### src/rtl/tpef_pkg.sv
package tpef_pkg;

  // Request operation codes.
  typedef enum logic [1:0] {
    OP_SEND  = 2'd0,
    OP_POP   = 2'd1,
    OP_CLEAR = 2'd2
  } op_e;

  // Configuration register indexes.
  typedef enum logic [1:0] {
    CFG_HIGH_SIZE = 2'd0,
    CFG_LOW_SIZE  = 2'd1,
    CFG_QUEUE_NUM = 2'd2
  } cfg_idx_e;

  // Sequencer states, one-hot.
  typedef enum logic [1:0] {
    ST_IDLE = 2'b01,
    ST_READ = 2'b10
  } state_e;

  localparam int unsigned OpW      = 2;
  localparam int unsigned CfgIdxW  = 2;
  localparam int unsigned CfgDataW = 16;
  localparam int unsigned SizeW    = 3;
  localparam int unsigned NodeW    = 16;
  localparam int unsigned TypeW    = 8;
  localparam int unsigned EvIdW    = 16;
  localparam int unsigned QnumW    = 16;
  localparam int unsigned WordW    = 64;
  localparam int unsigned RingCntW = 4;
  localparam int unsigned TotCntW  = 5;
  localparam logic [SizeW-1:0] SizeReset = 3'd4;
  // Largest size code the register can express.
  localparam int unsigned SizeCodeMax = 7;

  // One stored event: the tag fields and the payload word.
  typedef struct packed {
    logic [QnumW-1:0] qid;
    logic [EvIdW-1:0] ev_serial;
    logic             owned_buf;
    logic [TypeW-1:0] ev_kind;
    logic [NodeW-1:0] node_id;
    logic [WordW-1:0] payload;
  } entry_t;

  // Floor of log2, at least 1, used to size the ring pointers.
  function automatic int unsigned ring_ptr_bits(int unsigned depth);
    int unsigned k;
    k = 0;
    while (k < 16 && (2 << k) <= depth) begin
      k++;
    end
    if (k < 1) begin
      k = 1;
    end
    return k;
  endfunction

endpackage

### src/rtl/two_priority_event_fifo_top.sv
// Event queue with a high-priority and a low-priority ring FIFO, each held in a
// single-port-write, registered-read memory of HIGH_DEPTH or LOW_DEPTH entries.
// A send, a clear, a refused pop or an unknown op has its result registered as it
// is accepted; a pop that returns an event first passes through the read state,
// because the ring memory read is registered and the sequencer waits for its
// data. A new request is taken when the sequencer is idle and the result
// register is empty or being emptied in that cycle. The size registers select 2
// to 2^7 ring slots (never more than the depth), one slot stays unused, and
// writing a size register empties that ring. Memory contents are not cleared at
// reset; ring pointers guarantee that only written entries are ever read.
module two_priority_event_fifo_top #(
  parameter int unsigned HIGH_DEPTH = 16,
  parameter int unsigned LOW_DEPTH  = 16
) (
  input  logic                            clk_i,
  input  logic                            rst_ni,
  // Configuration write port.
  input  logic                            cfg_we_i,
  input  logic [tpef_pkg::CfgIdxW-1:0]    cfg_index_i,
  input  logic [tpef_pkg::CfgDataW-1:0]   cfg_data_i,
  // Request channel.
  input  logic                            in_valid_i,
  output logic                            in_ready_o,
  input  logic [tpef_pkg::OpW-1:0]        op_i,
  input  logic                            is_high_i,
  input  logic [tpef_pkg::NodeW-1:0]      node_id_i,
  input  logic [tpef_pkg::TypeW-1:0]      ev_kind_i,
  input  logic                            owned_buf_i,
  input  logic [tpef_pkg::EvIdW-1:0]      ev_serial_i,
  input  logic [tpef_pkg::WordW-1:0]      payload_i,
  // Result channel.
  output logic                            out_valid_o,
  input  logic                            out_ready_i,
  output logic                            ok_o,
  output logic [tpef_pkg::NodeW-1:0]      out_node_id_o,
  output logic [tpef_pkg::TypeW-1:0]      out_ev_kind_o,
  output logic                            out_malloc_o,
  output logic [tpef_pkg::EvIdW-1:0]      out_ev_serial_o,
  output logic [tpef_pkg::QnumW-1:0]      out_qid_o,
  output logic [tpef_pkg::WordW-1:0]      out_payload_o,
  output logic [tpef_pkg::RingCntW-1:0]   high_count_o,
  output logic [tpef_pkg::RingCntW-1:0]   low_count_o,
  output logic [tpef_pkg::TotCntW-1:0]    total_count_o
);

  import tpef_pkg::*;

  localparam int unsigned HPtrW   = ring_ptr_bits(HIGH_DEPTH);
  localparam int unsigned LPtrW   = ring_ptr_bits(LOW_DEPTH);
  localparam int unsigned HAddrW  = $clog2(HIGH_DEPTH);
  localparam int unsigned LAddrW  = $clog2(LOW_DEPTH);
  localparam int unsigned HLgMax  = (HPtrW < SizeCodeMax) ? HPtrW : SizeCodeMax;
  localparam int unsigned LLgMax  = (LPtrW < SizeCodeMax) ? LPtrW : SizeCodeMax;
  localparam int unsigned SumW    = ((HPtrW > LPtrW) ? HPtrW : LPtrW) + 1;
  localparam int unsigned EntryW  = $bits(entry_t);

  // Configuration registers.
  logic [SizeW-1:0] high_size_q, low_size_q;
  logic [QnumW-1:0] queue_num_q;

  // Ring pointers.
  logic [HPtrW-1:0] high_head_q, high_head_d, high_tail_q, high_tail_d;
  logic [LPtrW-1:0] low_head_q, low_head_d, low_tail_q, low_tail_d;

  // Sequencer and result register.
  state_e               state_q, state_d;
  logic                 sel_high_q;
  logic                 out_valid_q;
  logic                 ok_q;
  entry_t               out_entry_q;
  logic [RingCntW-1:0]  high_cnt_q, low_cnt_q;
  logic [TotCntW-1:0]   tot_cnt_q;

  // Datapath signals.
  logic [SizeW-1:0] high_lg, low_lg;
  logic [HPtrW-1:0] high_mask, high_inc, high_cnt;
  logic [LPtrW-1:0] low_mask, low_inc, low_cnt;
  logic [SumW-1:0]  tot_cnt;
  logic             in_fire, send_ok, pop_high, pop_low, pop_hit, ok_d;
  logic             high_we, low_we, high_re, low_re;
  op_e              op;
  entry_t           wr_entry, rd_entry;
  logic [EntryW-1:0] high_rdata, low_rdata;

  // Clamp the size codes to the usable range and expand them to ring masks.
  always_comb begin
    high_lg = high_size_q;
    if (high_size_q < 1) begin
      high_lg = SizeW'(1);
    end else if (high_size_q > HLgMax) begin
      high_lg = SizeW'(HLgMax);
    end
    low_lg = low_size_q;
    if (low_size_q < 1) begin
      low_lg = SizeW'(1);
    end else if (low_size_q > LLgMax) begin
      low_lg = SizeW'(LLgMax);
    end
    for (int i = 0; i < HPtrW; i++) begin
      high_mask[i] = (i < high_lg);
    end
    for (int i = 0; i < LPtrW; i++) begin
      low_mask[i] = (i < low_lg);
    end
  end

  assign in_ready_o = (state_q == ST_IDLE) && (!out_valid_q || out_ready_i);
  assign in_fire    = in_valid_i && in_ready_o;
  assign op         = op_e'(op_i);

  // Write side: the head slot of the chosen ring.
  assign high_inc = (high_head_q + 1'b1) & high_mask;
  assign low_inc  = (low_head_q + 1'b1) & low_mask;
  assign send_ok  = is_high_i ? (high_inc != high_tail_q) : (low_inc != low_tail_q);
  assign pop_high = (high_head_q != high_tail_q);
  assign pop_low  = !pop_high && (low_head_q != low_tail_q);
  assign pop_hit  = pop_high || pop_low;

  always_comb begin
    wr_entry           = '0;
    wr_entry.qid       = queue_num_q;
    wr_entry.ev_serial = ev_serial_i;
    wr_entry.owned_buf = owned_buf_i;
    wr_entry.ev_kind   = ev_kind_i;
    wr_entry.node_id   = node_id_i;
    wr_entry.payload   = payload_i;
  end

  // Pointer updates and the result flag for the accepted request.
  always_comb begin
    high_head_d = high_head_q;
    high_tail_d = high_tail_q;
    low_head_d  = low_head_q;
    low_tail_d  = low_tail_q;
    ok_d        = 1'b0;
    high_we     = 1'b0;
    low_we      = 1'b0;
    high_re     = 1'b0;
    low_re      = 1'b0;
    if (in_fire) begin
      case (op)
        OP_SEND: begin
          if (send_ok) begin
            ok_d = 1'b1;
            if (is_high_i) begin
              high_we     = 1'b1;
              high_head_d = high_inc;
            end else begin
              low_we     = 1'b1;
              low_head_d = low_inc;
            end
          end
        end
        OP_POP: begin
          ok_d = pop_hit;
          if (pop_high) begin
            high_re     = 1'b1;
            high_tail_d = (high_tail_q + 1'b1) & high_mask;
          end else if (pop_low) begin
            low_re     = 1'b1;
            low_tail_d = (low_tail_q + 1'b1) & low_mask;
          end
        end
        OP_CLEAR: begin
          high_head_d = '0;
          high_tail_d = '0;
          low_head_d  = '0;
          low_tail_d  = '0;
        end
        default: begin
          ok_d = 1'b0;
        end
      endcase
    end
    // A size write empties that ring.
    if (cfg_we_i && cfg_idx_e'(cfg_index_i) == CFG_HIGH_SIZE) begin
      high_head_d = '0;
      high_tail_d = '0;
    end
    if (cfg_we_i && cfg_idx_e'(cfg_index_i) == CFG_LOW_SIZE) begin
      low_head_d = '0;
      low_tail_d = '0;
    end
  end

  // Ring occupancy after the request.
  assign high_cnt = (high_head_d - high_tail_d) & high_mask;
  assign low_cnt  = (low_head_d - low_tail_d) & low_mask;
  assign tot_cnt  = SumW'(high_cnt) + SumW'(low_cnt);

  // Sequencer: a successful pop waits in the read state for the memory data.
  always_comb begin
    state_d = state_q;
    case (state_q)
      ST_IDLE: begin
        if (high_re || low_re) begin
          state_d = ST_READ;
        end
      end
      ST_READ: begin
        state_d = ST_IDLE;
      end
      default: begin
        state_d = ST_IDLE;
      end
    endcase
  end

  assign rd_entry = sel_high_q ? entry_t'(high_rdata) : entry_t'(low_rdata);

  // Control state, configuration and ring pointers.
  always_ff @(posedge clk_i or negedge rst_ni) begin
    if (!rst_ni) begin
      state_q     <= ST_IDLE;
      out_valid_q <= 1'b0;
      sel_high_q  <= 1'b0;
      high_size_q <= SizeReset;
      low_size_q  <= SizeReset;
      queue_num_q <= '0;
      high_head_q <= '0;
      high_tail_q <= '0;
      low_head_q  <= '0;
      low_tail_q  <= '0;
    end else begin
      state_q     <= state_d;
      high_head_q <= high_head_d;
      high_tail_q <= high_tail_d;
      low_head_q  <= low_head_d;
      low_tail_q  <= low_tail_d;
      if (high_re || low_re) begin
        sel_high_q <= high_re;
      end
      // The result is visible once its event data is in place.
      if (in_fire) begin
        out_valid_q <= !(high_re || low_re);
      end else if (state_q == ST_READ) begin
        out_valid_q <= 1'b1;
      end else if (out_ready_i) begin
        out_valid_q <= 1'b0;
      end
      // Register writes; the ring pointers are emptied in the pointer logic.
      if (cfg_we_i) begin
        case (cfg_idx_e'(cfg_index_i))
          CFG_HIGH_SIZE: begin
            high_size_q <= cfg_data_i[SizeW-1:0];
          end
          CFG_LOW_SIZE: begin
            low_size_q <= cfg_data_i[SizeW-1:0];
          end
          CFG_QUEUE_NUM: begin
            queue_num_q <= cfg_data_i[QnumW-1:0];
          end
          default: begin
            queue_num_q <= queue_num_q;
          end
        endcase
      end
    end
  end

  // Result payload register.
  always_ff @(posedge clk_i) begin
    if (in_fire) begin
      ok_q        <= ok_d;
      out_entry_q <= '0;
      high_cnt_q  <= (high_cnt > 15) ? RingCntW'(15) : RingCntW'(high_cnt);
      low_cnt_q   <= (low_cnt > 15) ? RingCntW'(15) : RingCntW'(low_cnt);
      tot_cnt_q   <= (tot_cnt > 31) ? TotCntW'(31) : TotCntW'(tot_cnt);
    end else if (state_q == ST_READ) begin
      out_entry_q <= rd_entry;
    end
  end

  // Ring memories. Writes and reads come from different requests, so a read
  // always sees an earlier write to the same slot.
  tpef_ram #(
    .Width (EntryW),
    .Depth (HIGH_DEPTH)
  ) u_high_ram (
    .clk_i   (clk_i),
    .we_i    (high_we),
    .waddr_i (HAddrW'(high_head_q)),
    .wdata_i (wr_entry),
    .re_i    (high_re),
    .raddr_i (HAddrW'(high_tail_q)),
    .rdata_o (high_rdata)
  );

  tpef_ram #(
    .Width (EntryW),
    .Depth (LOW_DEPTH)
  ) u_low_ram (
    .clk_i   (clk_i),
    .we_i    (low_we),
    .waddr_i (LAddrW'(low_head_q)),
    .wdata_i (wr_entry),
    .re_i    (low_re),
    .raddr_i (LAddrW'(low_tail_q)),
    .rdata_o (low_rdata)
  );

  assign out_valid_o     = out_valid_q;
  assign ok_o            = ok_q;
  assign out_node_id_o   = out_entry_q.node_id;
  assign out_ev_kind_o   = out_entry_q.ev_kind;
  assign out_malloc_o    = out_entry_q.owned_buf;
  assign out_ev_serial_o = out_entry_q.ev_serial;
  assign out_qid_o       = out_entry_q.qid;
  assign out_payload_o   = out_entry_q.payload;
  assign high_count_o    = high_cnt_q;
  assign low_count_o     = low_cnt_q;
  assign total_count_o   = tot_cnt_q;

  // The result register is empty while the memory data is on its way.
  a_read_slot_free: assert property (@(posedge clk_i) disable iff (!rst_ni)
    (state_q == ST_READ) |-> !out_valid_q)
    else $error("result register busy during memory read");

  // A pop that finds an event is followed by the memory read state.
  a_pop_reads: assert property (@(posedge clk_i) disable iff (!rst_ni)
    (in_fire && op == OP_POP && pop_hit) |=> (state_q == ST_READ && !in_ready_o))
    else $error("pop did not wait for memory data");

  // A ring memory is never written and read in the same cycle.
  a_no_rw_overlap: assert property (@(posedge clk_i) disable iff (!rst_ni)
    !((high_we || low_we) && (high_re || low_re)))
    else $error("ring memory written and read together");

endmodule

### src/rtl/tpef_ram.sv
module tpef_ram #(
  parameter int unsigned Width = 8,
  parameter int unsigned Depth = 16
) (
  input  logic                     clk_i,
  input  logic                     we_i,
  input  logic [$clog2(Depth)-1:0] waddr_i,
  input  logic [Width-1:0]         wdata_i,
  input  logic                     re_i,
  input  logic [$clog2(Depth)-1:0] raddr_i,
  output logic [Width-1:0]         rdata_o
);

  logic [Width-1:0] mem_q [Depth];
  logic [Width-1:0] rdata_q;

  // Single write port, registered read port.
  always_ff @(posedge clk_i) begin
    if (we_i) begin
      mem_q[waddr_i] <= wdata_i;
    end
    if (re_i) begin
      rdata_q <= mem_q[raddr_i];
    end
  end

  assign rdata_o = rdata_q;

endmodule

### config.mk
export PLATFORM = sky130hd
export DESIGN_NAME = two_priority_event_fifo_top
export DESIGN_NICKNAME = d
export VERILOG_FILES = /design/src/rtl/tpef_pkg.sv /design/src/rtl/two_priority_event_fifo_top.sv /design/src/rtl/tpef_ram.sv
export SDC_FILE = /design/constraint.sdc
export NUM_CORES = 2
export LEC_CHECK = 0
export BUFFER_PORTS_ARGS = -buffer_cell sky130_fd_sc_hd__buf_2
export CAP_MARGIN = 10
export CORE_MARGIN = 5
export CORE_UTILIZATION = 30
export DETAILED_ROUTE_END_ITERATION = 6
export PLACE_DENSITY = 0.5
export SYNTH_ARGS = -nofsm -noshare
export SYNTH_HDL_FRONTEND = slang
export SYNTH_SLANG_ARGS = --single-unit
### constraint.sdc
create_clock -name clk_i -period 16.7 [get_ports clk_i]
set_clock_uncertainty 0.1 [all_clocks]
set_input_delay 0.835 -clock clk_i [delete_from_list [all_inputs] [get_ports clk_i]]
set_output_delay 0.835 -clock clk_i [all_outputs]
set_load 0.05 [all_outputs]
==> run_results.csv <==
group,metric,value,unit
die,die_w,745,um
sta,rsz0062_at_grt,"no",
die,start_util,30.1,%
route,met1Wirelength,204,mm
clock_tree,cts_tree,"built",
die,rows,270,
logic_synthesis,netlist.area_leader.share,76.5,%
sta,setup_ws,10.54,ns
pwr,p_int,19.2,mW
pwr,clock_power_share,39.6,%
logic_synthesis,syn_area,162000,sq um
clock_tree,clk-insertion-delay-late,1.05,ns
clock_tree,clk_path_buf_depth,4,
pwr,ir_drop,0.000100,V
die,coreArea,540000,sq um
grt,antenna_found_initial,81,
logic_synthesis,synth_edf_count,4128,
logic_synthesis,ys_types,75,
pwr,netSwitchingFraction,25.0,%
logic_synthesis,synthCells,7410,
worst_setup_path,end_kind,"flop",
pwr,p_comb_share,12.3,%
run,cap_violations,0,
cells_and_area,fin_cells,15500,
grt,grtUsageTotal,16.2,%
placement,dp_slack,10.41,ns
route,route.detailed.drc,0,
placement,dp_hpwl,237,mm
clock_tree,numClockSinks,4291,
pwr,p_sw,6.38,mW
status,status,"complete, no violations",
placement,place_inst,14700,
placement,numPortBuffers,267,
worst_setup_path,path_class,"flop to flop",
die,dieArea,555000,sq um
placement,gp_congestion,0.755,
logic_synthesis,postSynth.asyncResetShare,0.979,%
route,viasPerCell,5.06,
logic_synthesis,yosys_most_used_dff,"edfxtp_1",
logic_synthesis,syn_nets,7567,
clock_tree,cts_resized,0,
grt,grt_max_degree,117,
worst_setup_path,critPathRequiredTime,17.31,ns
route,routed.top_layer,"met5",
logic_synthesis,synth_top_cells_by_area,"edfxtp_1, mux4_2, mux2i_1, dfxtp_1, mux2_2",
sta,fmax,0.162,GHz
worst_hold_path,min_path_type,"input port to flop",
cells_and_area,drive_above_1_share,26.1,%
pwr,power_frac_seq,48.1,%
route,drt_iter0_drc,7505,
cells_and_area,fin_nets,8071,
pwr,power_density,136,nW/um^2
route,met3_length,31.1,mm
clock_tree,root_buffer,"clkbuf_16",
clock_tree,numCtsBuffers,445,
sta,worst_pin_slew,1.25,ns
cells_and_area,layout_common_cells,"edfxtp_1, mux4_2, mux2i_1",
route,wl_met2,215,mm
worst_setup_path,cp.arrival,6.77,ns
sta,period_minus_slack,6.16,ns
route,detail-route-antenna-nets,0,
pwr,total_power,25.5,mW
grt,grt_pass1_vias,82100,
route,drt-pass1-iter-count,5,
die,io_pins,268,
sta,setup_viol,0,
worst_setup_path,worstPathMaxFanout,52,
sta,tns,0,ns
pwr,leakagePower,57.2,nW
cells_and_area,area_growth,15.8,%
logic_synthesis,yosysWarnings,0,
sta,finalCritPeriodShare,36.9,%
grt,grt_overflow,0,
logic_synthesis,synth_area_per_cell,21.9,sq um
sta,hold_viol_final,0,
logic_synthesis,ys_ff_latch,4291,
grt,grt_pass1_wl,644,mm
clock_tree,cts.clk_slew.worst_paths,0.06,ns
sta,relSlewSlack,16.6,%
logic_synthesis,yosys.area.top_type,"edfxtp_1",
route,wl_per_cell,29.7,um
route,vias,78600,
cells_and_area,final_common_cell,"edfxtp_1",
sta,hold_ws,0.115,ns
logic_synthesis,seq_area_frac_synth,78.6,%
worst_setup_path,critPathLaunchType,"flop",
die,die_h,745,um
route,routed_wl,460,mm
clock_tree,h-tree-depth,5,
sta,drv_slew,0,
[cell usage after synthesis (3+ instances only)]
cell type	instances
nor3_1	8
inv_1	23
buf_2	112
nor2_1	149
nand2b_1	7
a211oi_1	121
nor2b_1	5
a21oi_1	129
and2_1	18
buf_1	59
xnor2_1	12
nand2_1	150
and3_1	9
o21ai_0	256
nand3_1	12
nand4_1	5
nor3b_1	3
clkbuf_1	227
a221oi_1	121
a21o_1	4
fa_1	3
xor2_1	10
mux2_2	140
dfstp_2	3
dfrtp_1	39
a22oi_1	121
mux4_2	847
ha_1	23
dfxtp_1	121
edfxtp_1	4128
o21a_1	3
mux2i_1	487
or2_2	5
[flip-flops by register name, indices dropped and copies added (netlist names), 5 cells and up]
signal              count
out_node_id_o          16
u_low_ram.rdata_o     121
out_payload_o          64
u_high_ram.rdata_o    121
u_high_ram.mem_q     1936
u_low_ram.mem_q      1936
queue_num_q            16
out_ev_kind_o           8
total_count_o           5
out_ev_serial_o        16
out_qid_o              16
[repair_timing]
action / in CTS / in global routing
hold endpoints to repair: 25 / 0
buffers inserted: 0 / 0
hold buffers: 15 / 0
[worst paths after layout]
check / slack, ns / startpoint / to / depth (start not counted)
worst max-delay path: 10.54 / high_tail_q[0] / u_high_ram.rdata_o[111] / 10
worst min-delay path: 0.11 / cfg_data_i[13] / queue_num_q[13] / 2
worst max register to register: 10.54 / high_tail_q[0] / u_high_ram.rdata_o[111] / 10
worst min register to register: 0.39 / out_qid_o[1] / out_qid_o[1] / 2
max in group asynchronous: 15.09 / rst_ni / high_tail_q[0] / 3
min in group asynchronous: 0.21 / rst_ni / queue_num_q[14] / 2
[power by group through the flow]
stage,combinational (mW),sequential (mW),clock [mW]
global route,3.41,12.3,10.8
CTS,3.20,12.3,10.4
floorplan,2.16,12.5,0
finish,3.15,12.3,10.1
global placement,3.17,12.5,0
detailed placement,3.19,12.5,0
[layout make-up]
class,instances,area [sq um]
tap,7208,9020
timing repair buffer,459,3050
inverter,24,90.1
antenna,18,45.0
clock inverter,271,3140
sequential,4291,127000
multi-input combinational,2693,33200
fill,49900,352000
clock buffer,557,11800
[worst max-delay path: stages, from the launching register on]
cell     delay (ns)
dfrtp_4        0.72
buf_4          0.66
buf_4          0.68
buf_4          0.76
buf_4          0.81
buf_4          0.86
mux2_2         0.41
o21ai_0        0.20
a21oi_1        0.10
a22oi_1        0.25
nand2_1        0.09
[kinds of logic after synthesis]
group,Yosys count,share of synthesized area (%)
multiplexers,1475,15.8
AO/OA/AOI/OAI,778,3.12
XOR/XNOR,23,0.129
buffers and inverters,426,1.09
AND/OR/NAND/NOR,391,1.09
adder cells (fa/ha/maj),26,0.215
flip-flops,4291,78.6
[through the flow]
step | area (sq um) | util, %
finish | 188000 | 34.8
global route | 188000 | 34.8
CTS | 188000 | 34.8
detailed placement | 173000 | 32.0
global placement | 173000 | 32.0
floorplan | 162000 | -
[metal layers]
layer / vias up / GRT usage (%)
met2: 2540 / 25.8
li1: 32200 / -
met3: 664 / 3.24
met4: 36 / 3.62
met5: - / 0
met1: 43200 / 23.1
No activity file was read; power rests on OpenSTA's default activity.
